File: src/rtl/lsp_pkg.sv
`timescale 1ns / 1ps

package lsp_pkg;

    // Field widths
    localparam int TimeW     = 32;
    localparam int IntervalW = 16;
    localparam int ModeW     = 3;
    localparam int PhaseW    = 2;
    localparam int CountW    = 2;
    localparam int CfgAddrW  = 3;
    localparam int CfgDataW  = 16;
    localparam int InDataW   = 32;
    localparam int OutDataW  = 8;

    // Register indexes on the configuration port
    localparam logic [CfgAddrW-1:0] REG_MODE      = 3'd0;
    localparam logic [CfgAddrW-1:0] REG_FAST_HALF = 3'd1;
    localparam logic [CfgAddrW-1:0] REG_SLOW_HALF = 3'd2;
    localparam logic [CfgAddrW-1:0] REG_FAIL_HALF = 3'd3;
    localparam logic [CfgAddrW-1:0] REG_OK_PAUSE  = 3'd4;
    localparam logic [CfgAddrW-1:0] REG_OK_LONG   = 3'd5;
    localparam logic [CfgAddrW-1:0] REG_OK_HOLD   = 3'd6;

    // Mode codes
    localparam logic [ModeW-1:0] MODE_OFF  = 3'd0;
    localparam logic [ModeW-1:0] MODE_ON   = 3'd1;
    localparam logic [ModeW-1:0] MODE_FAST = 3'd2;
    localparam logic [ModeW-1:0] MODE_SLOW = 3'd3;
    localparam logic [ModeW-1:0] MODE_FAIL = 3'd4;
    localparam logic [ModeW-1:0] MODE_OK   = 3'd5;

    // OK pattern phases
    localparam logic [PhaseW-1:0] PH_BURST  = 2'd0;
    localparam logic [PhaseW-1:0] PH_PAUSE  = 2'd1;
    localparam logic [PhaseW-1:0] PH_PULSES = 2'd2;
    localparam logic [PhaseW-1:0] PH_HOLD   = 2'd3;

    localparam logic [CountW-1:0] OK_BURSTS   = 2'd3;
    localparam logic [CountW-1:0] PULSE_LONG  = 2'd1;
    localparam logic [CountW-1:0] PULSE_LAST  = 2'd2;

    // Reset values of the interval registers
    localparam logic [IntervalW-1:0] RST_FAST_HALF = 16'd200;
    localparam logic [IntervalW-1:0] RST_SLOW_HALF = 16'd1000;
    localparam logic [IntervalW-1:0] RST_FAIL_HALF = 16'd2000;
    localparam logic [IntervalW-1:0] RST_OK_PAUSE  = 16'd500;
    localparam logic [IntervalW-1:0] RST_OK_LONG   = 16'd600;
    localparam logic [IntervalW-1:0] RST_OK_HOLD   = 16'd1000;

    // Interval settings handed from the register file to the engine
    typedef struct packed {
        logic [IntervalW-1:0] fast_half;
        logic [IntervalW-1:0] slow_half;
        logic [IntervalW-1:0] fail_half;
        logic [IntervalW-1:0] ok_pause;
        logic [IntervalW-1:0] ok_long;
        logic [IntervalW-1:0] ok_hold;
    } lsp_intervals_t;

    // Mode write from the configuration port
    typedef struct packed {
        logic             wr;
        logic [ModeW-1:0] mode;
    } lsp_mode_wr_t;

endpackage

File: src/rtl/lsp_cfg_regs.sv
`timescale 1ns / 1ps

module lsp_cfg_regs (
    input  logic                           aclk,
    input  logic                           aresetn,
    input  logic                           cfg_wr_en,
    input  logic [lsp_pkg::CfgAddrW-1:0]   cfg_addr,
    input  logic [lsp_pkg::CfgDataW-1:0]   cfg_wr_data,
    output lsp_pkg::lsp_intervals_t        intervals,
    output lsp_pkg::lsp_mode_wr_t          mode_wr
);
    import lsp_pkg::*;

    lsp_intervals_t intervals_reg;
    lsp_intervals_t intervals_next;

    // Register decode; unknown indexes are dropped
    always_comb begin
        intervals_next = intervals_reg;
        if (cfg_wr_en) begin
            unique case (cfg_addr)
                REG_FAST_HALF: intervals_next.fast_half = cfg_wr_data;
                REG_SLOW_HALF: intervals_next.slow_half = cfg_wr_data;
                REG_FAIL_HALF: intervals_next.fail_half = cfg_wr_data;
                REG_OK_PAUSE:  intervals_next.ok_pause  = cfg_wr_data;
                REG_OK_LONG:   intervals_next.ok_long   = cfg_wr_data;
                REG_OK_HOLD:   intervals_next.ok_hold   = cfg_wr_data;
                default: ;
            endcase
        end
    end

    always_ff @(posedge aclk) begin
        if (!aresetn) begin
            intervals_reg.fast_half <= RST_FAST_HALF;
            intervals_reg.slow_half <= RST_SLOW_HALF;
            intervals_reg.fail_half <= RST_FAIL_HALF;
            intervals_reg.ok_pause  <= RST_OK_PAUSE;
            intervals_reg.ok_long   <= RST_OK_LONG;
            intervals_reg.ok_hold   <= RST_OK_HOLD;
        end else begin
            intervals_reg <= intervals_next;
        end
    end

    assign intervals    = intervals_reg;
    // The mode register only loads the active mode in the engine
    assign mode_wr.wr   = cfg_wr_en && (cfg_addr == REG_MODE);
    assign mode_wr.mode = cfg_wr_data[ModeW-1:0];

endmodule

File: src/rtl/lsp_engine.sv
`timescale 1ns / 1ps

module lsp_engine (
    input  logic                          aclk,
    input  logic                          aresetn,
    input  logic                          step_en,
    input  logic [lsp_pkg::TimeW-1:0]     now_ms,
    input  lsp_pkg::lsp_intervals_t       intervals,
    input  lsp_pkg::lsp_mode_wr_t         mode_wr,
    output logic                          led_next
);
    import lsp_pkg::*;

    logic [ModeW-1:0]  active_mode_reg,    active_mode_next;
    logic              pin_level_reg,      pin_level_next;
    logic              blink_level_reg,    blink_level_next;
    logic [TimeW-1:0]  last_toggle_reg,    last_toggle_next;
    logic [PhaseW-1:0] ok_phase_reg,       ok_phase_next;
    logic [CountW-1:0] ok_burst_count_reg, ok_burst_count_next;
    logic [CountW-1:0] ok_pulse_index_reg, ok_pulse_index_next;
    logic              ok_level_reg,       ok_level_next;
    logic [TimeW-1:0]  ok_finish_reg,      ok_finish_next;

    logic [TimeW-1:0]     base_ms;
    logic [TimeW-1:0]     elapsed;
    logic [IntervalW-1:0] limit;
    logic                 due;
    logic                 ok_lvl_t;
    logic [CountW-1:0]    cnt_t;

    // One wrapping subtract: hold phase measures from the finish time
    assign base_ms = (active_mode_reg == MODE_OK && ok_phase_reg == PH_HOLD)
                     ? ok_finish_reg : last_toggle_reg;
    assign elapsed = now_ms - base_ms;

    // Interval that applies to the current mode and phase
    always_comb begin
        limit = intervals.fast_half;
        unique case (active_mode_reg)
            MODE_SLOW: limit = intervals.slow_half;
            MODE_FAIL: limit = intervals.fail_half;
            MODE_OK: begin
                unique case (ok_phase_reg)
                    PH_BURST:  limit = intervals.fast_half;
                    PH_PAUSE:  limit = intervals.ok_pause;
                    PH_PULSES: limit = (ok_pulse_index_reg == PULSE_LONG)
                                       ? intervals.ok_long : intervals.fast_half;
                    default:   limit = intervals.ok_hold;
                endcase
            end
            default: limit = intervals.fast_half;
        endcase
    end

    assign due = (elapsed >= {{(TimeW-IntervalW){1'b0}}, limit});

    // Per-poll state update
    always_comb begin
        active_mode_next    = active_mode_reg;
        pin_level_next      = pin_level_reg;
        blink_level_next    = blink_level_reg;
        last_toggle_next    = last_toggle_reg;
        ok_phase_next       = ok_phase_reg;
        ok_burst_count_next = ok_burst_count_reg;
        ok_pulse_index_next = ok_pulse_index_reg;
        ok_level_next       = ok_level_reg;
        ok_finish_next      = ok_finish_reg;
        ok_lvl_t            = ~ok_level_reg;
        cnt_t               = ok_burst_count_reg;

        unique case (active_mode_reg)
            MODE_OFF: pin_level_next = 1'b0;
            MODE_ON:  pin_level_next = 1'b1;
            MODE_FAST, MODE_SLOW, MODE_FAIL: begin
                if (due) begin
                    blink_level_next = ~blink_level_reg;
                    pin_level_next   = ~blink_level_reg;
                    last_toggle_next = now_ms;
                end
            end
            MODE_OK: begin
                unique case (ok_phase_reg)
                    PH_BURST: begin
                        if (due) begin
                            ok_level_next    = ok_lvl_t;
                            pin_level_next   = ok_lvl_t;
                            last_toggle_next = now_ms;
                            cnt_t = ok_lvl_t ? ok_burst_count_reg
                                             : ok_burst_count_reg + 2'd1;
                            if (cnt_t >= OK_BURSTS) begin
                                ok_phase_next       = PH_PAUSE;
                                ok_burst_count_next = '0;
                            end else begin
                                ok_burst_count_next = cnt_t;
                            end
                        end
                    end
                    PH_PAUSE: begin
                        if (due) begin
                            ok_phase_next       = PH_PULSES;
                            ok_pulse_index_next = '0;
                            ok_level_next       = 1'b0;
                            pin_level_next      = 1'b0;
                            last_toggle_next    = now_ms;
                        end
                    end
                    PH_PULSES: begin
                        if (due) begin
                            ok_level_next    = ok_lvl_t;
                            pin_level_next   = ok_lvl_t;
                            last_toggle_next = now_ms;
                            cnt_t = ok_lvl_t ? ok_pulse_index_reg
                                             : ok_pulse_index_reg + 2'd1;
                            ok_pulse_index_next = cnt_t;
                            if (cnt_t > PULSE_LAST) begin
                                ok_phase_next  = PH_HOLD;
                                ok_finish_next = now_ms;
                                pin_level_next = 1'b0;
                            end
                        end
                    end
                    default: begin
                        if (due) begin
                            active_mode_next = MODE_ON;
                        end
                    end
                endcase
            end
            default: ;
        endcase
    end

    assign led_next = pin_level_next;

    always_ff @(posedge aclk) begin
        if (!aresetn) begin
            active_mode_reg    <= MODE_OFF;
            pin_level_reg      <= 1'b0;
            blink_level_reg    <= 1'b0;
            last_toggle_reg    <= '0;
            ok_phase_reg       <= PH_BURST;
            ok_burst_count_reg <= '0;
            ok_pulse_index_reg <= '0;
            ok_level_reg       <= 1'b0;
            ok_finish_reg      <= '0;
        end else if (mode_wr.wr) begin
            active_mode_reg <= mode_wr.mode;
        end else if (step_en) begin
            active_mode_reg    <= active_mode_next;
            pin_level_reg      <= pin_level_next;
            blink_level_reg    <= blink_level_next;
            last_toggle_reg    <= last_toggle_next;
            ok_phase_reg       <= ok_phase_next;
            ok_burst_count_reg <= ok_burst_count_next;
            ok_pulse_index_reg <= ok_pulse_index_next;
            ok_level_reg       <= ok_level_next;
            ok_finish_reg      <= ok_finish_next;
        end
    end

    // Pulse index is never seen past its terminal value outside the hold phase
    a_pulse_index_range: assert property (@(posedge aclk) disable iff (!aresetn)
        (ok_phase_reg != PH_HOLD) |-> (ok_pulse_index_reg != 2'd3))
        else $error("pulse index beyond last pulse outside hold");

    // Burst count never reaches the burst limit while stored
    a_burst_count_range: assert property (@(posedge aclk) disable iff (!aresetn)
        ok_burst_count_reg != OK_BURSTS)
        else $error("burst count stored at limit");

    // A poll in hold phase keeps the level last driven
    a_hold_steady: assert property (@(posedge aclk) disable iff (!aresetn)
        (step_en && active_mode_reg == MODE_OK && ok_phase_reg == PH_HOLD
         && !mode_wr.wr) |=> $stable(pin_level_reg))
        else $error("LED level changed during OK hold");

endmodule

File: src/rtl/led_status_pattern.sv
`timescale 1ns / 1ps

// Channel   Direction  Transaction payload
// s_axis    in         tdata[31:0] now_ms
// m_axis    out        tdata[0] led_level, tdata[7:1] zero
// cfg       in         cfg_addr register index, cfg_wr_data value
//
// One poll per cycle sustained while m_tready is high; from s_ accept to m_tvalid
// a poll passes the input register, then the state update into the result register.
// The state update is one 32-bit subtract and compare per poll.
// aresetn is synchronous, active low: intervals go to their defaults, mode off.
// A stalled result holds in the output register while the next poll waits in
// the input register; s_tready drops only when both are full.
module led_status_pattern (
    input  logic                           aclk,
    input  logic                           aresetn,
    input  logic                           s_tvalid,
    output logic                           s_tready,
    input  logic [lsp_pkg::InDataW-1:0]    s_tdata,      // [31:0] now_ms
    output logic                           m_tvalid,
    input  logic                           m_tready,
    output logic [lsp_pkg::OutDataW-1:0]   m_tdata,      // [0] led_level
    input  logic                           cfg_wr_en,
    input  logic [lsp_pkg::CfgAddrW-1:0]   cfg_addr,
    input  logic [lsp_pkg::CfgDataW-1:0]   cfg_wr_data
);
    import lsp_pkg::*;

    lsp_intervals_t intervals;
    lsp_mode_wr_t   mode_wr;

    logic             in_valid_reg, in_valid_next;
    logic [TimeW-1:0] in_now_reg;
    logic             out_valid_reg, out_valid_next;
    logic             out_level_reg;
    logic             led_next;
    logic             advance;

    lsp_cfg_regs u_cfg (
        .aclk        (aclk),
        .aresetn     (aresetn),
        .cfg_wr_en   (cfg_wr_en),
        .cfg_addr    (cfg_addr),
        .cfg_wr_data (cfg_wr_data),
        .intervals   (intervals),
        .mode_wr     (mode_wr)
    );

    lsp_engine u_engine (
        .aclk      (aclk),
        .aresetn   (aresetn),
        .step_en   (advance),
        .now_ms    (in_now_reg),
        .intervals (intervals),
        .mode_wr   (mode_wr),
        .led_next  (led_next)
    );

    // Pipeline flow: input stage moves on when the result register frees up
    assign advance        = in_valid_reg && (!out_valid_reg || m_tready);
    assign s_tready       = !in_valid_reg || advance;
    assign in_valid_next  = (s_tvalid && s_tready) || (in_valid_reg && !advance);
    assign out_valid_next = advance || (out_valid_reg && !m_tready);

    always_ff @(posedge aclk) begin
        if (!aresetn) begin
            in_valid_reg  <= 1'b0;
            out_valid_reg <= 1'b0;
        end else begin
            in_valid_reg  <= in_valid_next;
            out_valid_reg <= out_valid_next;
        end
    end

    // Payload registers
    always_ff @(posedge aclk) begin
        if (s_tvalid && s_tready) begin
            in_now_reg <= s_tdata[TimeW-1:0];
        end
        if (advance) begin
            out_level_reg <= led_next;
        end
    end

    assign m_tvalid = out_valid_reg;
    assign m_tdata  = {{(OutDataW-1){1'b0}}, out_level_reg};

    // A waiting poll reaches the empty result register next cycle
    a_fill_empty: assert property (@(posedge aclk) disable iff (!aresetn)
        (in_valid_reg && !out_valid_reg) |=> out_valid_reg)
        else $error("poll not moved into empty result register");

    // Input side stalls only when both stages are full and the sink stalls
    a_stall_cause: assert property (@(posedge aclk) disable iff (!aresetn)
        !s_tready |-> (in_valid_reg && out_valid_reg && !m_tready))
        else $error("input stalled without back-pressure");

    // A taken result with nothing behind it leaves the output empty
    a_drain: assert property (@(posedge aclk) disable iff (!aresetn)
        (m_tvalid && m_tready && !in_valid_reg) |=> !m_tvalid)
        else $error("result repeated after drain");

endmodule
File: config.mk
export PLATFORM = sky130hd
export DESIGN_NAME = led_status_pattern
export DESIGN_NICKNAME = d
export VERILOG_FILES = /design/src/rtl/lsp_pkg.sv /design/src/rtl/lsp_cfg_regs.sv /design/src/rtl/lsp_engine.sv /design/src/rtl/led_status_pattern.sv
export SDC_FILE = /design/constraint.sdc
export NUM_CORES = 1
export LEC_CHECK = 0
export BUFFER_PORTS_ARGS = -buffer_cell sky130_fd_sc_hd__buf_2
export CAP_MARGIN = 25
export CELL_PAD_IN_SITES_DETAIL_PLACEMENT = 2
export CELL_PAD_IN_SITES_GLOBAL_PLACEMENT = 2
export CORE_ASPECT_RATIO = 0.6
export CORE_UTILIZATION = 38
export CTS_CLUSTER_SIZE = 8
export DETAILED_ROUTE_END_ITERATION = 12
export PLACE_DENSITY_LB_ADDON = 0.1
export REMOVE_ABC_BUFFERS = 1
export SYNTH_ARGS = -nofsm -noshare
export SYNTH_HDL_FRONTEND = slang
export SYNTH_SLANG_ARGS = --single-unit
File: constraint.sdc
create_clock -name aclk -period 7.8 [get_ports aclk]
set_input_delay 1.17 -clock aclk [delete_from_list [all_inputs] [get_ports aclk]]
set_output_delay 1.17 -clock aclk [all_outputs]
set_load 0.01 [all_outputs]
==> results.tsv <==
metric	value	unit
status	complete, no violations	
dp_hpwl	26910	µm
crit_path_max_fanout	32	
io_pins	66	
finalSetupViolCount	0	
dpl_worst_slack	1.038	ns
finalClockSkew	0.01261	ns
p_int	1875	µW
worstMarginPinSlew	1.070	ns
synth_async_sr_flop_share	0	
final_area	12340	µm²
worst_slack	0.9644	ns
grt_max_degree	74	
power.share.clock	0.451	
area_growth	12.12	%
maxClockFrequency	146.3	MHz
crit_type	reg2reg	
drtIter0Drc	660	
post_drt_wl_per_cell	22.58	µm
cts.clk_slew.worst_paths	0.06	ns
p_comb_frac	0.104	
antenna_found_initial	0	
fin_setup_tns	0	ns
reg2reg_depth	23	
die_h	133.8	µm
routed_via_density	5.731	
min_path_type	reg2reg	
drv_slew	0	
routed_wl	38780	µm
seq_power_share	0.445	
hold_start	u_cfg.intervals[93]	
fill_cells	3183	
netlist_area	11000	µm²
crit_required	8.21	ns
grt_usage	0.2653	
fin_crit	6.836	ns
synth-edff-count	33	
worstSkewPairLatency	0.56	ns
synthFlopType	dfxtp_1	
final_antenna_net_count	0	
syn_avg_cell_area	8.405	µm²
synth_cell_types	67	
relSlewSlack	0.2857	
switchingPower	669.9	µW
num_vias	9846	
cts_tree	done	
cts_buffers	29	
hold_viol	0	
clockRootBuffer	clkbuf_16	
worstReg2RegEnd	u_engine.ok_finish_reg[3]	
synth_cells	1309	
die_area	29660	µm²
critPathLaunchType	register	
initial_core_util	0.3930	
vdd.ir_drop.worst	0.0001902	V
hold_buffers	0	
p_leak	0.004711	µW
chipWidth	221.7	µm
grt_pass1_wl	61530	µm
fin_crit_sh	0.8764	
crit_path_end_kind	register	
rsz0062_at_grt	no	
grt_pass1_vias	10380	
r2r_start	u_engine.active_mode_reg[1]	
cts_sinks	207	
largest_reg_flops	96	
htreeDepth	1	
power.share.switching	0.2633	
drv_cap	0	
ctsResizeCount	0	
fin_nets	1449	
rows	47	
hold_depth	2	
clockBufferDepth	3	
io_buffer_count	58	
ys_seq_area_frac	0.4067	
num_antenna_cells	0	
final_layout_size_suffix_gt1_frac	0.09400	
min_to	u_cfg.intervals[93]	
gp_congestion	0.8473	
layout_commonest_cell	nand2_1	
post_cts_buffers	0	
core-area	27990	µm²
drc	0	
ys_warn_count	0	
p_per_area	206.3	nW/µm²
r2r_setup_slack	0.96	ns
multi_input_comb_area	6040	µm²
overflow	0	
placed_area	11510	µm²
drtPass1Iterations	5	
ys_ff_latch	207	
arrival	7.24	ns
final_cell_mix	nand2_1 (268), dfxtp_1 (174), a21oi_1 (136)	
seqCellArea	4474	µm²
-- Yosys cell counts (2+ instances only) --
| library cell | instances | area share |
|---|---|---|
| nor2b_1 | 11 | 0.0063 |
| and3_1 | 8 | 0.0045 |
| o21ai_1 | 6 | 0.0027 |
| a21oi_1 | 136 | 0.062 |
| nor3_1 | 9 | 0.0041 |
| nand3_1 | 37 | 0.017 |
| a2111oi_0 | 2 | 0.0016 |
| or2_2 | 2 | 0.0011 |
| o21a_1 | 11 | 0.0075 |
| xnor2_1 | 9 | 0.0072 |
| mux2i_1 | 97 | 0.088 |
| mux2_2 | 3 | 0.0031 |
| xor2_1 | 15 | 0.012 |
| and2_1 | 5 | 0.0028 |
| a221oi_1 | 18 | 0.014 |
| nand4_1 | 10 | 0.0057 |
| nand2b_1 | 8 | 0.0045 |
| o21ai_0 | 70 | 0.032 |
| nor2_1 | 106 | 0.036 |
| buf_1 | 4 | 0.0014 |
| dfxtp_1 | 174 | 0.32 |
| buf_4 | 8 | 0.0055 |
| o31ai_1 | 2 | 0.0014 |
| clkbuf_1 | 57 | 0.019 |
| nor4_1 | 2 | 0.0011 |
| a31oi_1 | 8 | 0.0045 |
| inv_1 | 30 | 0.010 |
| edfxtp_1 | 33 | 0.090 |
| or3_1 | 6 | 0.0034 |
| o2111ai_1 | 3 | 0.0024 |
| nand2_1 | 269 | 0.092 |
| ha_1 | 53 | 0.060 |
| a21o_1 | 13 | 0.0089 |
| buf_6 | 7 | 0.0072 |
| a211oi_1 | 10 | 0.0068 |
| o211ai_1 | 13 | 0.0089 |
| a221o_1 | 16 | 0.015 |
| o21bai_1 | 2 | 0.0014 |
| buf_2 | 8 | 0.0036 |
-- worst max path at each step --
stage | from | depth (start not counted) | endpoint | slack [ns]
3_5_place_dp | u_engine.active_mode_reg[1] | 23 | u_engine.ok_finish_reg[24] | 1.04
5_1_grt | u_engine.active_mode_reg[1] | 23 | u_engine.ok_finish_reg[3] | 0.37
4_1_cts | u_engine.active_mode_reg[1] | 23 | u_engine.ok_finish_reg[24] | 1.0
6_report | u_engine.active_mode_reg[1] | 23 | u_engine.ok_finish_reg[3] | 0.96
2_1_floorplan | u_engine.active_mode_reg[1] | 23 | u_engine.ok_finish_reg[0] | 0.51
3_3_place_gp | u_engine.active_mode_reg[1] | 23 | u_engine.ok_finish_reg[14] | 1.37
-- worst max-delay path: stages, from the launching register on --
cell and delay (ns):
dfxtp_1 0.39, nand2b_1 0.21, nor2_1 0.34, nand2_2 0.37, mux2i_1 0.29, ha_1 0.32
a21o_1 0.24, a31oi_1 0.27, nand2_1 0.13, and2_1 0.18, o21a_1 0.16, nor2_1 0.10
xnor2_1 0.13, ha_1 0.26, a2111oi_0 0.44, o21ai_1 0.12, a221oi_1 0.47, o21ai_0 0.15
or4_4 0.55, nor4_4 0.67, a2111oi_4 0.15, buf_4 0.37, mux2i_1 0.27, nor2_1 0.06
-- cell type report --
| type | count | area share |
|---|---|---|
| multi-input combinational | 993 | 0.4896 |
| tap | 367 | 0.03722 |
| clock inverter | 1 | 0.0007100 |
| inverter | 31 | 0.009636 |
| timing repair buffer | 77 | 0.03733 |
| clock buffer | 42 | 0.06279 |
| sequential | 207 | 0.3627 |
-- metrics by stage --
stage                 util  instances  hold slack, ns  power, µW
floorplan                -       1231          0.4332       1306
global placement    0.4112       1673          0.4390       1402
detailed placement  0.4112       1673          0.4456       1413
CTS                 0.4392       1716          0.4533       2571
global route        0.4407       1718          0.4752       2643
finish              0.4407       1718          0.4494       2545
-- per-layer routing --
metal | vias to the layer above | GRT usage | part of all wire
met2 | 162 | 0.4032 | 0.42
met5 | - | 0 | 0
met4 | 0 | 0.03935 | 0.012
li1 | 4659 | - | -
met1 | 4988 | 0.4026 | 0.53
met3 | 37 | 0.03812 | 0.040
-- logic make-up after synthesis --
kind of cell | share of synthesized area
AND/OR/NAND/NOR | 0.1849
flip-flops | 0.4067
multiplexers | 0.09132
buffers and inverters | 0.04765
other | 0.0003409
AO/OA/AOI/OAI | 0.1879
XOR/XNOR | 0.01911
adder cells (fa/ha/maj) | 0.06210
-- power by group through the flow --
stage / Combinational, µW / Clock [µW] / Sequential [µW]
2_1_floorplan: 159 / 0 / 1150
3_3_place_gp: 250 / 0 / 1150
3_5_place_dp: 260 / 0 / 1150
4_1_cts: 263 / 1180 / 1130
5_1_grt: 293 / 1220 / 1130
6_report: 265 / 1150 / 1130
Note: power is estimated with default switching activity, not from simulation.
